===== src/hw/rtl/limit_order_matching_engine_macros.svh =====
// Assertion macros used by the matching engine module.
`ifndef LIMIT_ORDER_MATCHING_ENGINE_MACROS_SVH
`define LIMIT_ORDER_MATCHING_ENGINE_MACROS_SVH

// Same-cycle implication, checked outside reset.
`define LOME_ASSERT_NOW(lbl, ante, cons, msg) \
    lbl: assert property (@(posedge i_clk) disable iff (!i_rst_n) (ante) |-> (cons)) \
        else $error(msg);

// Next-cycle implication, checked outside reset.
`define LOME_ASSERT_NEXT(lbl, ante, cons, msg) \
    lbl: assert property (@(posedge i_clk) disable iff (!i_rst_n) (ante) |=> (cons)) \
        else $error(msg);

`endif


===== src/hw/rtl/lome_pkg.sv =====
// Types, constants and helper functions of the limit order matching engine.
package lome_pkg;

    localparam int BOOK_DEPTH = 32;
    localparam int AW = $clog2(BOOK_DEPTH);
    localparam int CW = $clog2(BOOK_DEPTH + 1);
    localparam int QUEUE_DEPTH = 2;

    // Command codes.
    localparam logic [1:0] CMD_ENTER_BUY = 2'd0;
    localparam logic [1:0] CMD_ENTER_SELL = 2'd1;
    localparam logic [1:0] CMD_SHOW_BUY = 2'd2;
    localparam logic [1:0] CMD_SHOW_SELL = 2'd3;

    // Result kinds.
    localparam logic [2:0] KIND_TRADE = 3'd0;
    localparam logic [2:0] KIND_TOP = 3'd1;
    localparam logic [2:0] KIND_EMPTY = 3'd2;
    localparam logic [2:0] KIND_ACCEPTED = 3'd3;
    localparam logic [2:0] KIND_FULL = 3'd4;

    // Book sides.
    localparam logic SIDE_BUY = 1'b0;
    localparam logic SIDE_SELL = 1'b1;

    typedef struct packed {
        logic [1:0]  command;
        logic [17:0] order_time;
        logic [15:0] trader_id;
        logic [23:0] price_cents;
        logic [19:0] quantity;
    } t_in_item;

    typedef struct packed {
        logic [2:0]  result_kind;
        logic [23:0] trade_price;
        logic [19:0] trade_quantity;
        logic [15:0] buyer_id;
        logic [19:0] buyer_left;
        logic [15:0] seller_id;
        logic [19:0] seller_left;
        logic [15:0] top_trader;
        logic [17:0] top_time;
        logic [23:0] top_price;
        logic [19:0] top_quantity;
        logic        last;
    } t_out_item;

    // One order as stored in a book.
    typedef struct packed {
        logic [23:0] price;
        logic [17:0] otime;
        logic [19:0] qty;
        logic [15:0] trader;
    } t_entry;

    localparam int ENTRY_W = $bits(t_entry);

    // Classified word passed from the front to the engine.
    typedef struct packed {
        logic   is_show;
        logic   side;
        t_entry entry;
    } t_job;

    typedef enum logic [3:0] {
        ST_IDLE, ST_DISPATCH, ST_UP_CMP, ST_UP_FIN, ST_TOPS, ST_CHK, ST_TRADE,
        ST_RM_NEXT, ST_RM_LD, ST_DN_CMP, ST_SHOW, ST_EMITL
    } t_state;

    // True if order a ranks strictly before order b in the given book.
    function automatic logic better(input t_entry a, input t_entry b, input logic side);
        logic res;
        if (a.price != b.price) begin
            res = (side == SIDE_BUY) ? (a.price > b.price) : (a.price < b.price);
        end else begin
            res = a.otime < b.otime;
        end
        return res;
    endfunction

endpackage


===== src/hw/rtl/lome_front.sv =====
// Front end: accepts input words, classifies them and queues them for the engine.
module lome_front (
    input  logic              i_clk,
    input  logic              i_rst_n,
    input  logic              i_in_valid,
    output logic              o_in_ready,
    input  lome_pkg::t_in_item i_in_data,
    output logic              o_job_valid,
    input  logic              i_job_pop,
    output lome_pkg::t_job    o_job
);

    lome_pkg::t_job r_q [lome_pkg::QUEUE_DEPTH];
    logic [$clog2(lome_pkg::QUEUE_DEPTH)-1:0] r_wptr;
    logic [$clog2(lome_pkg::QUEUE_DEPTH)-1:0] r_rptr;
    logic [$clog2(lome_pkg::QUEUE_DEPTH+1)-1:0] r_cnt;
    lome_pkg::t_job n_job;
    logic push;
    logic pop;

    // Classify the command into a side and an operation.
    always_comb begin
        n_job.is_show = (i_in_data.command == lome_pkg::CMD_SHOW_BUY) ||
                        (i_in_data.command == lome_pkg::CMD_SHOW_SELL);
        n_job.side = (i_in_data.command == lome_pkg::CMD_ENTER_SELL) ||
                     (i_in_data.command == lome_pkg::CMD_SHOW_SELL);
        n_job.entry.price = i_in_data.price_cents;
        n_job.entry.otime = i_in_data.order_time;
        n_job.entry.qty = i_in_data.quantity;
        n_job.entry.trader = i_in_data.trader_id;
    end

    assign o_in_ready = (r_cnt != ($bits(r_cnt))'(lome_pkg::QUEUE_DEPTH));
    assign push = i_in_valid && o_in_ready;
    assign o_job_valid = (r_cnt != '0);
    assign pop = i_job_pop && o_job_valid;
    assign o_job = r_q[r_rptr];

    // Queue storage.
    always_ff @(posedge i_clk) begin
        if (push) begin
            r_q[r_wptr] <= n_job;
        end
    end

    // Queue pointers and fill count.
    always_ff @(posedge i_clk) begin
        if (!i_rst_n) begin
            r_wptr <= '0;
            r_rptr <= '0;
            r_cnt <= '0;
        end else begin
            if (push) begin
                r_wptr <= r_wptr + 1'b1;
            end
            if (pop) begin
                r_rptr <= r_rptr + 1'b1;
            end
            if (push && !pop) begin
                r_cnt <= r_cnt + 1'b1;
            end else if (pop && !push) begin
                r_cnt <= r_cnt - 1'b1;
            end
        end
    end

endmodule


===== config.mk =====
export PLATFORM = sky130hd
export DESIGN_NAME = lome_front
export DESIGN_NICKNAME = d
export VERILOG_FILES = /design/src/hw/rtl/limit_order_matching_engine_macros.svh /design/src/hw/rtl/lome_pkg.sv /design/src/hw/rtl/lome_front.sv
export SDC_FILE = /design/constraint.sdc
export NUM_CORES = 1
export LEC_CHECK = 0
export ABC_AREA = 1
export BUFFER_PORTS_ARGS = -buffer_cell sky130_fd_sc_hd__buf_2
export CORE_UTILIZATION = 40
export CTS_CLUSTER_DIAMETER = 60
export DETAILED_ROUTE_END_ITERATION = 7
export SLEW_MARGIN = 20
export SYNTH_ARGS = -nofsm -noshare
export SYNTH_HDL_FRONTEND = slang
export SYNTH_SLANG_ARGS = --single-unit
export TNS_END_PERCENT = 50

===== constraint.sdc =====
create_clock -name i_clk -period 16.5 [get_ports i_clk]
set_input_delay 4.95 -clock i_clk [delete_from_list [all_inputs] [get_ports i_clk]]
set_output_delay 4.95 -clock i_clk [all_outputs]
set_load 0.05 [all_outputs]

* Yosys cells after proc, flatten, opt, wreduce, memory -nomap -nowiden
Memories as Yosys holds them, arrays and structs flattened. A register that Yosys moved wholly into a read port is not among the register bits. Index checks and enable logic that the tools add are counted.
Operators by class: add/subtract/negate cells 4, bitwise operators 0, reductions and logical operators 10, muxes and demuxes 6, shift-type cells 0, eq/ne operators 4, $lt $le $gt $ge 0, div/mod/pow operators 0, multipliers 0
Operator list (number):
- $eq A2 B2 Y1 const B | 2
- $logic_and A1 B1 Y1 | 4
- $mux W1 | 4
- $mux W2 | 2
- $reduce_bool A2 Y1 | 2
- $add A1 B1 Y1 const B | 2
- $add A2 B1 Y2 const B | 1
- $eq A2 B1 Y1 const B | 1
- $logic_not A1 Y1 | 2
- $logic_or A1 B1 Y1 | 2
- $ne A2 B2 Y1 const B | 1
- $sub A2 B1 Y2 const B | 1
Word-level totals: memories 1, input bits 84, bits in latches 0, bits in read-only memories 0, output and inout port bits 82, register bits 4, memory bits (writable) 160
Memories:
- r_q | depth 2, bits a word 80, rd ports 1, clocked after memory_dff 1, write ports 1, RTL line lome_front.sv:13 | lome_pkg::t_job r_q [lome_pkg::QUEUE_DEPTH];

* Longest topological paths before layout
Gate-level depths: netlist (run 1).
depth after elaboration 6, gate-level depth with buffers 11, depth with buffers taken out 11

* Worst setup path after synthesis (run 1)
No wires, ideal clock.
path kind in2reg, from input i_in_valid, to memory r_q[0][0] in the netlist's numbering (enable), stages on the path 2, arrival time 8.404 ns, data required time 15.981 ns, library setup time 0.519 ns, buffers on the path 0, slack 7.576 ns, cells stage by stage nand2_1 nor2_1
On the way: longest elaborated chain between the ends 3
Ends and longest elaborated chain:
- start: declaration | RTL line lome_front.sv:5 | input logic i_in_valid,
- $logic_and A1 B1 Y1 | RTL line lome_front.sv:34 | assign push = i_in_valid && o_in_ready;
- $mux W1 | RTL line lome_front.sv:41 | if (push) begin
- $mux W1 (not written as such) | RTL line lome_front.sv:42 | r_q[r_wptr] <= n_job;
- end: declaration | RTL line lome_front.sv:13
No other way between the ends.

==> results.py, run 1 <==
metrics = {
    "status": {
        "status": "completed",
    },
    "die": {
        "die_w_um": 129,
        "core-area_um2": 15400,
        "die_area_um2": 16600,
        "start_util_pct": 41.6,
        "ios": 166,
        "die_y_um": 129,
        "rows": 45,
    },
    "clock_tree": {
        "root_buffer": "clkbuf_16",
        "cts.repair.resized": 0,
        "path_clk_slew_ns": 0.06,
        "clockBufferDepth": 2,
        "holdBufCountCts": 0,
        "clk_latency_ns": 0.41,
        "cts_tree": "done",
        "cts_setup_buffers": 0,
        "cts_sinks": 165,
        "cts_max_level": 4,
        "cts_made_buffers": 17,
    },
    "global_route": {
        "overflow": 0,
        "grt_pass1_wl_um": 17100,
        "grt_pass1_vias": 3467,
        "grt_max_degree": 59,
        "antenna_found_initial": 1,
        "grt_usage_pct": 14.2,
    },
    "timing": {
        "fmax_mhz": 134,
        "post-route-period-util_pct": 45.3,
        "slew_viol_final": 0,
        "worst_pin_slew_ns": 0.959,
        "fin_worst_skew_ns": 0.00795,
        "slew-limit-headroom_pct": 35.9,
        "grt_setup_unrepaired": "no",
        "final-hold-violation-count": 0,
        "finalSetupTns_ns": 0,
        "finalSetupViolCount": 0,
        "fin_crit_ns": 7.47,
    },
    "route": {
        "first_iter_violations": 184,
        "first_pass_iters": 4,
        "route.detailed.drc": 0,
        "routed-via-count": 3189,
        "ant_nets": 0,
        "wire_per_inst_um": 16.2,
        "via_per_inst": 4.62,
        "wl_um": 11200,
    },
    "logic_synthesis": {
        "synthesis.area_per_instance_um2": 22.3,
        "synth_compound_area_share_pct": 0.351,
        "synthAdderAreaFrac_pct": 0.195,
        "syn_nets": 373,
        "synth_area_um2": 6420,
        "yosys_warnings": 0,
        "yosys_register_bits": 165,
        "synth_top_family_by_area": "multiplexers",
        "synthMuxAreaShare_pct": 18.7,
        "synth-xor-area-share_pct": 0,
        "synth_cell_types": 15,
        "synthCells": 288,
        "yosys.area.top_type": "edfxtp_1",
        "ys_seq_area_share_pct": 76.3,
        "synth_top_cell_area_share_pct": 74.8,
        "synth.area.top_cells": "edfxtp_1, mux2_4, buf_12",
        "synth_simple_gate_area_share_pct": 1.17,
    },
    "final_layout": {
        "final_common_cell": "buf_2",
        "final_util_pct": 52.2,
        "finalNonFillerCells": 690,
        "syn_to_final_growth_pct": 25.2,
        "fillers": 1304,
        "final_nets": 550,
        "layout_common_cells": "buf_2, edfxtp_1, mux2_4, clkbuf_16, nand2_1",
        "final_layout_size_suffix_gt1_share_pct": 58.2,
        "fin_area_um2": 8050,
    },
    "worst_setup_path": {
        "cp.required_ns": 11.55,
        "start_kind": "flip-flop",
        "critPathMaxFanout": 31,
        "r2r_slack_ns": 13.85,
        "cp_data_arrival_time_ns": 2.52,
        "critPathCaptureType": "primary output",
        "critPathKind": "reg -> out",
    },
    "placed_design": {
        "portBuffers": 165,
        "dp_hpwl_um": 7160,
        "gp_congestion": 0.680,
        "placed_area_um2": 7380,
        "place_inst": 656,
    },
    "pwr": {
        "peakVddDrop_mv": 0.0905,
        "power.switching_mw": 0.493,
        "totalPowerFinal_mw": 1.45,
        "swShare_pct": 33.9,
        "leakagePower_nw": 3.19,
        "sequentialPowerShare_pct": 38.2,
        "pwr-share-comb_pct": 32.1,
        "p_per_area_nw_per_um2": 181,
        "p_clk_share_pct": 29.7,
        "p_int_mw": 0.961,
    },
    "worst_hold_path": {
        "hp-class": "reg -> reg",
    },
    "flow_run": {
        "max_cap_viol_count": 0,
    },
}
-- cell type report --
cell class | count | area (µm²) | share of cell area, %
diodes | 1 | 2.50 | 0.0311
clock buffers | 22 | 444 | 5.52
clock inverters | 10 | 203 | 2.52
inverters | 8 | 30.0 | 0.373
multi-input cells | 104 | 1330 | 16.5
flip-flops and latches | 165 | 4910 | 61.0
well taps | 211 | 264 | 3.28
repair buffers | 169 | 868 | 10.8
-- state kept, by name (all words and copies together) (netlist names), named ones only --
name / cells
r_cnt: 2
r_rptr: 1
r_wptr: 1
r_q: 160
-- routing by layer --
layer / vias up / part of all wire (%) / routed length (µm) / global-route usage, %
met1: 1573 / 41 / 4600 / 16.7
met3: 17 / 8.1 / 905 / 5.45
met5: - / 0.12 / 13 / 0
met2: 125 / 49 / 5470 / 23.3
met4: 2 / 1.4 / 161 / 6.02
li1: 1472 / - / - / -
-- cell usage after synthesis (all sizes together) --
cell	instances
edfxtp	160
mux2	80
nand3	1
inv	8
o21ai	2
buf	9
ha	1
nor2	8
clkbuf	2
o21a	1
nand4	1
a21oi	1
nand2	9
dfxtp	5
-- power by group through the flow --
stage / clock network, mW / logic [mW] / registers (mW)
final: 0.432 / 0.467 / 0.554
after global routing: 0.457 / 0.490 / 0.560
after CTS: 0.442 / 0.473 / 0.556
after detailed placement: 0 / 0.472 / 0.564
after global placement: 0 / 0.468 / 0.560
after floorplan: 0 / 0.407 / 0.557
-- critical path, cell delays in order, from the launching register on --
cell and delay (ns):
dfxtp_4 0.63, buf_4 0.58, buf_12 0.31, mux2_4 0.33, buf_2 0.21
-- metrics by stage --
stage                     setup slack, ns  hold WS, ns
final                                9.03        0.522
after global routing                 8.90        0.559
after floorplan                      7.58        0.467
after global placement               9.36        0.484
after detailed placement             9.34        0.497
after CTS                            8.88        0.524
-- cells by family (layout without fill, tap and decap cells) --
family | Yosys count | count (layout)
compound gates | 4 | 4
fa+ha+maj | 1 | 1
buf+inv | 19 | 209
flops | 165 | 165
mux | 80 | 80
other cells | 0 | 1
simple gates | 19 | 19
-- final timing paths --
check / startpoint / endpoint / depth (start not counted)
worst max-delay path: flip-flop / o_job[4] / 4
worst min-delay path: r_rptr$_SDFFE_PN0P_ / r_rptr$_SDFFE_PN0P_ / 2
worst max register to register: r_cnt[0]$_SDFFE_PN0P_ / r_q[1][7]$_DFFE_PP_ / 5
worst min register to register: r_rptr$_SDFFE_PN0P_ / r_rptr$_SDFFE_PN0P_ / 2
No activity file was read; power rests on OpenSTA's default activity.
==> run 2, diff against run 1 <==
==> constraint.sdc (replaced) <==
create_clock -name i_clk -period 7 [get_ports i_clk]
set_input_delay 2.1 -clock i_clk [delete_from_list [all_inputs] [get_ports i_clk]]
set_output_delay 2.1 -clock i_clk [all_outputs]
set_load 0.05 [all_outputs]
==> run 2 against run 1 <==
Setup slack lost 6.2 ns. Clock power grew 110%. Via count shrank 0.75%. Non-clock buffer count grew 3. Cell area shrank 0.30%. Total power grew 130%. Global-route usage shrank 0.14 points. Critical path depth is the same. Register-to-register slack lost 8.5 ns. Critical endpoint is now o_job[57]. Highest routed layer unchanged.
==> results.py, run 2 (synthesis results as in run 1) <==
metrics = {
    "timing": {
        "slew_viol_final": 0,
        "worst_pin_slew_ns": 0.593,
        "finalSetupViolCount": 0,
        "fin_worst_skew_ns": 0.00723,
        "finalSetupTns_ns": 0,
        "slew-limit-headroom_pct": 60.5,
        "final-hold-violation-count": 0,
        "fmax_mhz": 242,
        "post-route-period-util_pct": 59.0,
        "fin_crit_ns": 4.13,
        "grt_setup_unrepaired": "no",
    },
    "die": {
        "die_y_um": 129,
        "start_util_pct": 41.6,
        "die_w_um": 129,
        "ios": 166,
        "rows": 45,
        "core-area_um2": 15400,
        "die_area_um2": 16600,
    },
    "worst_setup_path": {
        "critPathMaxFanout": 23,
        "start_kind": "flip-flop",
        "rr_endpoint": "r_q[1][1]$_DFFE_PP_",
        "critPathKind": "reg -> out",
        "ff2ff_path_depth": 5,
        "cp_data_arrival_time_ns": 2.03,
        "regToRegStartpoint": "r_cnt[0]$_SDFFE_PN0P_",
        "r2r_slack_ns": 5.31,
        "cp.required_ns": 4.90,
        "critPathCaptureType": "primary output",
    },
    "final_layout": {
        "ff_latch_area_um2": 4910,
        "layout_common_cells": "buf_2, edfxtp_1, mux2_4, clkbuf_16, nand2_1",
        "syn_to_final_growth_pct": 24.9,
        "largest_registers": "r_q: 160 flops, r_cnt: 2 flops",
        "final_nets": 553,
        "finalNonFillerCells": 692,
        "multi_input_area_um2": 1330,
        "fillers": 1327,
        "regMostFlops": "r_q",
        "n_antenna_cell": 0,
        "largest_reg_flops": 160,
        "final_common_cell": "buf_2",
        "final_layout_size_suffix_gt1_share_pct": 59.0,
    },
    "global_route": {
        "overflow": 0,
        "grt_pass1_vias": 3324,
        "grt_usage_pct": 14.0,
        "grt_max_degree": 43,
        "grt_pass1_wl_um": 16900,
        "antenna_found_initial": 1,
    },
    "clock_tree": {
        "clockBufferDepth": 2,
        "clk_latency_ns": 0.42,
        "root_buffer": "clkbuf_16",
        "cts_made_buffers": 17,
        "cts.repair.resized": 0,
        "cts_tree": "done",
        "cts_max_level": 4,
        "cts_setup_buffers": 0,
        "holdBufCountCts": 0,
        "path_clk_slew_ns": 0.06,
        "cts_sinks": 165,
    },
    "worst_hold_path": {
        "hp-start": "r_rptr$_SDFFE_PN0P_",
        "hold-path-cell-count": 2,
        "hp-class": "reg -> reg",
    },
    "pwr": {
        "p_int_mw": 2.16,
        "leakagePower_nw": 3.17,
        "p_per_area_nw_per_um2": 415,
        "sequentialPowerShare_pct": 39.1,
        "power.switching_mw": 1.17,
        "peakVddDrop_mv": 0.191,
        "swShare_pct": 35.2,
        "p_clk_share_pct": 27.8,
        "pwr-share-comb_pct": 33.2,
    },
    "route": {
        "wire_per_inst_um": 15.8,
        "route.detailed.drc": 0,
        "first_pass_iters": 4,
        "via_per_inst": 4.57,
        "routed-via-count": 3165,
        "ant_nets": 0,
        "first_iter_violations": 133,
        "wl_um": 11000,
    },
    "status": {
        "status": "completed",
    },
    "placed_design": {
        "place_inst": 660,
        "portBuffers": 165,
        "gp_congestion": 0.701,
        "dp_hpwl_um": 7140,
    },
    "flow_run": {
        "max_cap_viol_count": 0,
    },
}
==> run 2: power by group through the flow <==
stage | clock, mW | combinational [mW] | sequential (mW)
final | 0.925 | 1.11 | 1.30
after global routing | 0.987 | 1.16 | 1.32
after CTS | 0.950 | 1.12 | 1.31
after detailed placement | 0 | 1.12 | 1.33
after global placement | 0 | 1.07 | 1.36
after floorplan | 0 | 0.961 | 1.31
==> run 2: stage by stage <==
stage	util [%]	setup WS (ns)	total power [mW]	instance area [µm²]	hold slack, ns
final	52.0	2.87	3.33	8020	0.524
after global routing	52.0	2.77	3.47	8020	0.579
after CTS	52.0	2.81	3.38	8020	0.524
after detailed placement	48.2	3.25	2.45	7430	0.487
after global placement	47.9	2.67	2.43	7390	0.481
after floorplan	-	0.926	2.27	6420	0.467
==> run 2: cell type report <==
class,count,share of cell area (%)
sequential,165,61.2
tap,211,3.29
clock buffer,18,5.35
clock inverter,14,2.01
timing repair buffer,172,11.3
multi-input combinational,104,16.5
inverter,8,0.374
==> run 2: metal layers <==
layer	track usage, %	vias up	share of wire (%)
met2	22.6	121	48
li1	-	1474	-
met1	16.1	1553	41
met4	6.51	2	1.9
met5	0	-	0.12
met3	6.32	15	8.8
==> run 2: critical path, stage by stage, from the launching register on <==
cell	delay, ns
dfxtp_4	0.57
buf_12	0.27
buf_12	0.22
mux2_4	0.32
buf_2	0.21
==> run 2: how the worst max path moves through the flow <==
stage                          end
3_3_place_gp             o_job[26]
3_5_place_dp             o_job[57]
6_report                 o_job[57]
5_1_grt                  o_job[66]
4_1_cts                  o_job[57]
2_1_floorplan  r_q[0][0]$_DFFE_PP_
==> run 3, diff against run 2 <==
==> constraint.sdc (replaced) <==
create_clock -name i_clk -period 3.8 [get_ports i_clk]
set_input_delay 1.14 -clock i_clk [delete_from_list [all_inputs] [get_ports i_clk]]
set_output_delay 1.14 -clock i_clk [all_outputs]
set_load 0.05 [all_outputs]
==> run 3 against run 2 <==
Worst hold slack lost 0.024 ns. Clock skew down 0.0028 ns. Setup slack worse by 1.9 ns. Sequential share of layout area is 0.10 points lower. Final cell count decreased by 0.14%. Core utilization rose by 0.089 points. Critical path type unchanged. Largest power group unchanged.
==> results.py, run 3 (synthesis results as in run 1) <==
metrics = {
    "status": {
        "status": "completed",
    },
    "final_layout": {
        "layout_common_cells": "buf_2, edfxtp_1, mux2_4, clkbuf_16, nand2_1",
        "finalNonFillerCells": 691,
        "fillers": 1323,
        "regMostFlops": "r_q",
        "final_layout_size_suffix_gt1_share_pct": 58.8,
        "multi_input_area_um2": 1330,
        "n_antenna_cell": 0,
        "final_nets": 552,
        "final_common_cell": "buf_2",
        "ff_latch_area_um2": 4910,
        "syn_to_final_growth_pct": 25.1,
        "largest_registers": "r_q: 160 flops, r_cnt: 2 flops",
        "largest_reg_flops": 160,
    },
    "timing": {
        "final-hold-violation-count": 0,
        "finalSetupTns_ns": 0,
        "slew_viol_final": 0,
        "post-route-period-util_pct": 75.4,
        "fin_worst_skew_ns": 0.00446,
        "slew-limit-headroom_pct": 58.8,
        "worst_pin_slew_ns": 0.618,
        "fmax_mhz": 349,
        "finalSetupViolCount": 0,
        "hold_slack_ns": 0.500,
        "grt_setup_unrepaired": "no",
        "fin_crit_ns": 2.86,
    },
    "worst_setup_path": {
        "cp_cell_sequence": "buf_12, mux2_4, buf_2",
        "ff2ff_path_depth": 5,
        "cp.required_ns": 2.66,
        "cpMaxStageDelayCell": "dfxtp_4",
        "slowest_delay_ns": 0.37,
        "start_kind": "flip-flop",
        "cp_data_arrival_time_ns": 1.72,
        "critPathMaxFanout": 50,
        "critPathKind": "reg -> out",
        "rr_endpoint": "r_q[1][1]$_DFFE_PP_",
        "critPathBufInv": 2,
        "critPathTopFamily": "buffers and inverters",
        "regToRegStartpoint": "r_cnt[0]$_SDFFE_PN0P_",
        "critPathCaptureType": "primary output",
        "r2r_slack_ns": 2.03,
    },
    "clock_tree": {
        "clockBufferDepth": 2,
        "path_clk_slew_ns": 0.06,
        "cts_max_level": 4,
        "cts_tree": "done",
        "holdBufCountCts": 0,
        "cts_made_buffers": 17,
        "root_buffer": "clkbuf_16",
        "cts.repair.resized": 0,
        "cts_setup_buffers": 0,
        "cts_sinks": 165,
        "clk_latency_ns": 0.42,
    },
    "global_route": {
        "grt_usage_pct": 13.9,
        "antenna_found_initial": 1,
        "overflow": 0,
        "grt_pass1_vias": 3273,
        "grt_max_degree": 51,
        "grt_pass1_wl_um": 16600,
    },
    "pwr": {
        "peakVddDrop_mv": 0.557,
        "totalPowerFinal_mw": 6.20,
        "p_per_area_nw_per_um2": 772,
        "leakagePower_nw": 3.18,
    },
    "die": {
        "die_area_um2": 16600,
        "die_w_um": 129,
        "start_util_pct": 41.6,
        "core-area_um2": 15400,
        "die_y_um": 129,
        "rows": 45,
        "ios": 166,
    },
    "route": {
        "routed.top_layer": "met5",
        "dr_wl_met2_um": 5270,
        "wl_met1_um": 4520,
        "met3_length_um": 897,
        "via_per_inst": 4.56,
        "first_pass_iters": 4,
        "wl_um": 10900,
        "route.detailed.drc": 0,
        "wire_per_inst_um": 15.8,
        "routed-via-count": 3153,
        "ant_nets": 0,
        "first_iter_violations": 139,
    },
    "worst_hold_path": {
        "hp-class": "reg -> reg",
        "hp-start": "r_rptr$_SDFFE_PN0P_",
        "hold-path-cell-count": 2,
    },
    "placed_design": {
        "gp_congestion": 0.697,
        "portBuffers": 165,
        "place_inst": 659,
        "dp_hpwl_um": 7110,
    },
    "flow_run": {
        "max_cap_viol_count": 0,
    },
}
run 3: cell count changes in the layout (fill, tap and decap cells not counted), sizes merged:
cell	delta
buf	-1
bufinv	+1
clkbuf	-1
clkinvlp	-1
inv	+1
run 3: final cells by class:
| cell class | count | area share [%] |
|---|---|---|
| Clock buffer | 17 | 5.29 |
| Clock inverter | 15 | 2.32 |
| Inverter | 8 | 0.374 |
| Sequential cell | 165 | 61.1 |
| Multi-Input combinational cell | 104 | 16.5 |
| Timing Repair Buffer | 171 | 11.1 |
| Tap cell | 211 | 3.29 |
run 3: worst max path at each step:
stage                     startpoint                  end  slack [ns]  cells past startpoint
after floorplan           i_in_valid  r_q[0][0]$_DFFE_PP_       -1.31                      2
after global placement     flip-flop            o_job[17]        1.37                      3
after detailed placement   flip-flop            o_job[17]        1.36                      3
after CTS                  flip-flop            o_job[17]        0.90                      3
after global routing       flip-flop            o_job[17]        0.87                      3
final                      flip-flop            o_job[44]        0.94                      3
run 3: metal layers:
metal	global-route usage, %	up-vias
met5	0	-
met4	6.85	2
met3	5.90	20
met2	22.3	122
met1	16.1	1536
li1	-	1473
run 3: worst register-to-register path: stages, from the launching register on:
cell and delay (ns):
dfxtp_1 0.35, inv_1 0.10, nand2_1 0.11, nand2_1 0.16
nor2_4 0.14, buf_4 0.52
run 3: power breakdown:
group | leakage (nW) | internal, mW | switching [mW]
logic | 1.35 | 0.650 | 1.43
registers | 1.53 | 2.30 | 0.0685
clock network | 0.293 | 1.09 | 0.665
total | 3.18 | 4.04 | 2.16
run 3: metrics by stage:
| step | utilization [%] | area [µm²] | setup WS, ns |
|---|---|---|---|
| 2_1_floorplan | - | 6420 | -1.31 |
| 3_3_place_gp | 48.1 | 7420 | 1.37 |
| 3_5_place_dp | 48.1 | 7420 | 1.36 |
| 4_1_cts | 52.1 | 8040 | 0.897 |
| 5_1_grt | 52.1 | 8040 | 0.868 |
| 6_report | 52.1 | 8040 | 0.936 |
